File: src/pot_word_update.sv
// ----------------------------------------------------------------------------
// pot_word_update
// Sets or clears a bit range of one bitmap word and counts flipped bits.
// ----------------------------------------------------------------------------
module pot_word_update #(
   parameter int LB = 5
) (
   input  logic [(1<<LB)-1:0] old_word,
   input  logic [LB-1:0]      lo_bit,
   input  logic [LB-1:0]      hi_bit,
   input  logic               bind_req,
   output logic [(1<<LB)-1:0] new_word,
   output logic [LB:0]        flips
);

   localparam int WIDTH = 1 << LB;
   localparam int BYTES = WIDTH / 8;

   logic [WIDTH-1:0] mask;
   logic [WIDTH-1:0] diff;

   function automatic logic [3:0] pop8(input logic [7:0] b);
      logic [3:0] s;
      s = 4'd0;
      for (int i = 0; i < 8; i++) begin
         s = s + {3'd0, b[i]};
      end
      return s;
   endfunction

   always_comb begin
      for (int i = 0; i < WIDTH; i++) begin
         mask[i] = (LB'(i) >= lo_bit) && (LB'(i) <= hi_bit);
      end
      new_word = bind_req ? (old_word | mask) : (old_word & ~mask);
      diff     = old_word ^ new_word;
   end

   always_comb begin
      flips = '0;
      for (int j = 0; j < BYTES; j++) begin
         flips = flips + (LB+1)'(pop8(diff[j*8 +: 8]));
      end
   end

endmodule

File: config.mk
export PLATFORM = sky130hd
export DESIGN_NAME = pot_word_update
export DESIGN_NICKNAME = d
export VERILOG_FILES = /design/src/pot_word_update.sv
export SDC_FILE = /design/constraint.sdc
export NUM_CORES = 1
export LEC_CHECK = 0
export ABC_CLOCK_PERIOD_IN_PS = 18300
export BUFFER_PORTS_ARGS = -buffer_cell sky130_fd_sc_hd__buf_4
export CAP_MARGIN = 25
export CORE_AREA = 2 2 65 67
export DETAILED_ROUTE_END_ITERATION = 10
export DIE_AREA = 0 0 67 69
export PLACE_DENSITY = 0.82
export RECOVER_POWER = 100
export SETUP_SLACK_MARGIN = 0.05
export SLEW_MARGIN = 20
export SYNTH_ARGS = -nofsm -noshare
export SYNTH_HDL_FRONTEND = slang
export SYNTH_SLANG_ARGS = --single-unit
File: constraint.sdc
create_clock -name vclk -period 18.3
set_input_delay 1.83 -clock vclk [all_inputs]
set_output_delay 1.83 -clock vclk [all_outputs]
set_load 0.1 [all_outputs]
==> results.py, run 1 <==
metrics = {
    "detailed_routing": {
        "firstDrtPassIters": 4,
        "ant_nets": 0,
        "drt-wirelength-per-cell_um": 14.7,
        "drt_first_iter_violations": 196,
        "routed-via-count": 2110,
        "drc": 0,
        "routed_wl_um": 5540,
        "vias_per_cell": 5.60,
    },
    "global_route": {
        "antenna_found_initial": 0,
        "grt_pass1_wl_um": 8940,
        "grt_start_max_net_pins": 65,
        "grtUsageTotal_pct": 24.0,
        "grt_pass1_vias": 1972,
        "grt-ovfl-total": 0,
    },
    "power_and_ir_drop": {
        "total_power_mw": 0.238,
        "power_density_nw_per_um2": 95.1,
        "leakage_nw": 1.14,
        "max-vdd-ir-drop_v": 0.0000920,
    },
    "synthesis": {
        "syn_inst": 265,
        "synthTopCellsByArea": "fa_1 (23%), mux2_2 (16%), xor2_1 (8.0%), xnor2_1 (6.7%), nand2_1 (5.6%)",
        "synth_most_common_cell": "nand2_1",
        "syn_area_per_cell_um2": 7.84,
        "synth_fp_nets": 339,
        "yosys_warnings": 0,
        "synth_cell_types": 40,
        "ys_top_cells_by_count": "nand2_1 (31), mux2_2 (30), inv_1 (28)",
        "ys_seq_area_share_pct": 0,
        "netlist_area_um2": 2080,
        "synth_top_cell_by_area": "fa_1",
        "synth_top_area_share_pct": 23.1,
    },
    "timing": {
        "slew_headroom_pct": -99.1,
        "min_period_ns": 11.39,
        "timing.final.crit_share_pct": 62.2,
        "fin_tns_setup_ns": 0,
        "hold_viol_final": 0,
        "rsz0062_at_grt": "false",
        "setup-violations-final": 0,
        "drv_slew": 65,
        "worst_slew_pin_slew_ns": 2.99,
        "max_freq_mhz": 87.8,
    },
    "floorplan": {
        "initial_utilization_pct": 53.1,
        "dieArea_um2": 4620,
        "ios": 81,
        "num_rows": 23,
        "die-height_um": 69,
        "core-area_um2": 3910,
        "die_x_um": 67,
    },
    "run_status": {
        "outcome": "complete, but fails checks",
        "violations": "capacitance limit, slew limit",
    },
    "critical_path": {
        "crit_path_frequent_cell": "fa_1",
        "worstPathMaxFanout": 64,
        "cp-end-kind": "output port",
        "crit_chain": "clkbuf_1 > xor2_1 > nand3_1 > fa_1 > inv_1 > fa_1 > fa_1 > fa_1 > fa_1 > inv_1 > fa_1 > inv_1 > ha_1 > inv_1 > fa_1 > inv_1 > a21o_1 > a21oi_1 > xnor2_1 > clkbuf_1",
        "start_kind": "input pin",
        "max_stage_delay_ns": 2.07,
        "critPathKind": "in2out",
        "crit_arrival_ns": 9.56,
        "cp.required_ns": 16.47,
        "slowest_stage": "clkbuf_1",
    },
    "cells_and_area": {
        "finalNonFillerCells": 377,
        "regArea_um2": 0,
        "drive_gt1_share_pct": 23.9,
        "diodes": 0,
        "area_delta_synth_final_pct": 20.6,
        "nFlopsAndLatches": 0,
        "clock_buffers": 0,
        "nets": 403,
    },
    "placement": {
        "gp_congestion": 0.956,
        "portBuffers": 81,
        "hpwl_um": 4610,
        "dp.cells": 377,
    },
    "clocking": {
        "cts_hold_buf": 0,
        "post_cts_resized": 0,
        "post_cts_buffers": 0,
    },
    "min_path": {
        "min_path_type": "in2out",
    },
    "flow_run": {
        "maxCapViolCount": 1,
    },
}
-- cell type report --
class              count  area [µm²]
repair buffers        81         469
well taps             50        62.6
multi-input cells    218        1870
inverters             28         105
fillers              407        1410
-- worst max-delay path, delay by kind of cell --
family	cells	cell delay, ns
AO/OA/AOI/OAI	2	0.35
adder cells (fa/ha/maj)	8	3.60
AND/OR/NAND/NOR	1	0.18
XOR/XNOR	2	0.36
buffers and inverters	7	3.20
-- routing by layer --
metal	global-route usage [%]	up-vias	wire length, µm	share of wire [%]
met4	2.72	0	87	1.6
met3	0.163	13	362	6.5
met5	0	-	0	0
met1	33.3	973	2260	41
li1	-	1018	-	-
met2	42.5	106	2840	51
-- cell families after synthesis --
family	Yosys count	synth area share (%)
fa+ha+maj	31	27.3
compound gates	40	13.5
buf+inv	47	9.81
simple gates	81	17.6
xor+xnor	35	14.7
mux	31	17.0
-- path summary, 6_finish.rpt --
path | end | start | slack, ns | depth (start not counted)
worst max-delay path | flips[4] | bind_req | 6.91 | 20
worst min-delay path | new_word[0] | old_word[0] | 4.14 | 4
-- cell usage in the layout (no fill, tap or decap), types with 2 or more instances in the layout --
cell and instances:
inv_1 28, a31oi_1 2, nor2_1 23, a21o_1 4, xor2_1 19, a21oi_1 8, o311a_1 2, buf_4 44
mux2_2 30, xnor2_1 16, o211ai_1 5, o21ai_0 7, and2_1 2, or3_4 2, nand3_1 7, o31ai_1 3
a211oi_1 2, and3_1 2, nand2_1 31, ha_1 7, fa_1 24, clkbuf_1 37, nor3_1 8
-- stage by stage --
stage | setup slack [ns] | area [µm²] | util [%] | hold WS (ns)
3_5_place_dp | 8.92 | 2650 | 67.7 | 4.13
3_3_place_gp | 9.03 | 2650 | 67.7 | 4.13
5_1_grt | 6.41 | 2510 | 64.1 | 4.14
2_1_floorplan | 8.02 | 2080 | - | 3.98
6_report | 6.91 | 2510 | 64.1 | 4.14
4_1_cts | 8.92 | 2650 | 67.7 | 4.13
-- report_power, final --
| part | leakage [nW] | switching, mW | total [mW] | internal, mW |
|---|---|---|---|---|
| logic | 1.14 | 0.187 | 0.238 | 0.0512 |
| registers | 0 | 0 | 0 | 0 |
| clock network | 0 | 0 | 0 | 0 |
| total | 1.14 | 0.187 | 0.238 | 0.0512 |
Power figures use the tool's default switching activity.
==> run 2: changes to the inputs <==
--- a/config.mk
+++ b/config.mk
@@ -5,13 +5,13 @@
 export SDC_FILE = /design/constraint.sdc
 export NUM_CORES = 1
 export LEC_CHECK = 0
-export ABC_CLOCK_PERIOD_IN_PS = 18300
+export ABC_CLOCK_PERIOD_IN_PS = 10010
 export BUFFER_PORTS_ARGS = -buffer_cell sky130_fd_sc_hd__buf_4
 export CAP_MARGIN = 25
-export CORE_AREA = 2 2 65 67
+export CORE_AREA = 2 2 70 72
 export DETAILED_ROUTE_END_ITERATION = 10
-export DIE_AREA = 0 0 67 69
-export PLACE_DENSITY = 0.82
+export DIE_AREA = 0 0 72 74
+export PLACE_DENSITY = 0.75
 export RECOVER_POWER = 100
 export SETUP_SLACK_MARGIN = 0.05
 export SLEW_MARGIN = 20
==> constraint.sdc (replaced) <==
create_clock -name vclk -period 10.01
set_input_delay 1.001 -clock vclk [all_inputs]
set_output_delay 1.001 -clock vclk [all_outputs]
set_load 0.1 [all_outputs]
==> results.py, run 2 (synthesis results as in run 1) <==
metrics = {
    "run_status": {
        "outcome": "complete, no violations",
    },
    "floorplan": {
        "die_x_um": 72,
        "dieArea_um2": 5330,
        "die-height_um": 74,
        "ios": 81,
        "initial_utilization_pct": 45.2,
        "core-area_um2": 4600,
        "num_rows": 25,
    },
    "detailed_routing": {
        "ant_nets": 0,
        "routed_wl_um": 5420,
        "drt_first_iter_violations": 179,
        "vias_per_cell": 5.30,
        "firstDrtPassIters": 4,
        "routed-via-count": 2021,
        "drc": 0,
        "drt-wirelength-per-cell_um": 14.2,
    },
    "cells_and_area": {
        "fillers": 494,
        "nets": 403,
        "nFlopsAndLatches": 0,
        "drive_gt1_share_pct": 24.5,
        "finalNonFillerCells": 381,
        "design_area_um2": 2520,
        "area_delta_synth_final_pct": 21.1,
        "most-common-layout-cells": "buf_4 (46), clkbuf_1 (35), nand2_1 (31)",
        "final_common_cell": "buf_4",
        "diodes": 0,
        "regArea_um2": 0,
        "multiInputGateArea_um2": 1870,
        "clock_buffers": 0,
    },
    "critical_path": {
        "crit_arrival_ns": 7.59,
        "critPathKind": "in2out",
        "start_kind": "input pin",
        "worstPathMaxFanout": 21,
        "cp-end-kind": "output port",
        "cp.required_ns": 9.01,
    },
    "global_route": {
        "grt_start_max_net_pins": 65,
        "antenna_found_initial": 0,
        "grt-ovfl-total": 0,
        "grtUsageTotal_pct": 21.0,
        "grt_pass1_vias": 1900,
        "grt_pass1_wl_um": 8960,
    },
    "timing": {
        "drv_slew": 0,
        "fin_tns_setup_ns": 0,
        "timing.final.crit_share_pct": 85.8,
        "max_freq_mhz": 116,
        "min_period_ns": 8.59,
        "rsz0062_at_grt": "false",
        "worst_slew_pin_slew_ns": 1.19,
        "slew_headroom_pct": 20.9,
        "hold_viol_final": 0,
        "setup-violations-final": 0,
    },
    "flow_run": {
        "maxCapViolCount": 0,
    },
    "power_and_ir_drop": {
        "total_power_mw": 0.430,
        "leakage_nw": 1.15,
        "max-vdd-ir-drop_v": 0.000180,
        "power_density_nw_per_um2": 171,
    },
    "placement": {
        "gp_congestion": 0.899,
        "hpwl_um": 4510,
        "dp.cells": 381,
        "portBuffers": 81,
        "place_area_um2": 2660,
    },
    "clocking": {
        "post_cts_resized": 0,
        "post_cts_buffers": 0,
        "cts_hold_buf": 0,
    },
    "min_path": {
        "hold_start": "old_word[31]",
        "holdPathEnd": "new_word[31]",
        "min_path_type": "in2out",
        "min_delay_path_depth": 3,
    },
}
## run 2: through the flow
step / setup slack, ns / hold slack, ns / util [%]
after floorplan: 1.38 / 2.32 / -
after global placement: 2.40 / 2.46 / 57.7
after detailed placement: 2.32 / 2.46 / 57.7
after CTS: 2.32 / 2.46 / 57.7
after global routing: 1.05 / 2.51 / 54.7
final: 1.42 / 2.50 / 54.7
## run 2: power breakdown
part           total (mW)  switching (mW)  internal [mW]
clock                   0               0              0
sequential              0               0              0
combinational       0.430           0.338         0.0921
## run 2: final cells by class
cell class | instances | share of cell area (%)
Inverter | 28 | 4.17
Tap cell | 54 | 2.68
Multi-Input combinational cell | 218 | 74.2
Timing Repair Buffer | 81 | 18.9
## run 2: worst max-delay path by stage
stage,cells past startpoint,startpoint,slack (ns),endpoint
6_report,21,hi_bit[4],1.42,flips[4]
5_1_grt,23,hi_bit[4],1.05,flips[4]
4_1_cts,21,lo_bit[3],2.32,flips[4]
3_5_place_dp,21,lo_bit[3],2.32,flips[4]
3_3_place_gp,21,lo_bit[3],2.40,flips[4]
2_1_floorplan,17,lo_bit[2],1.38,flips[5]
## run 2: layer usage
layer	track usage (%)	wire [µm]	vias up
met5	0	0	-
met4	1.68	47	0
met3	0.407	332	4
met2	36.3	2710	84
met1	31.0	2330	922
li1	-	-	1011
## run 2: worst max-delay path, cell delays in order
cell and delay [ns]:
clkbuf_1 0.63, nor2_1 0.23, nor2_1 0.32, o211ai_1 0.19, nor2_1 0.18, fa_1 0.47
fa_1 0.49, fa_1 0.53, fa_1 0.52, fa_1 0.55, inv_1 0.06, fa_1 0.53
inv_1 0.04, ha_1 0.21, inv_1 0.07, fa_1 0.20, inv_1 0.05, a21o_1 0.16
a21oi_1 0.16, xnor2_1 0.13, clkbuf_1 0.87
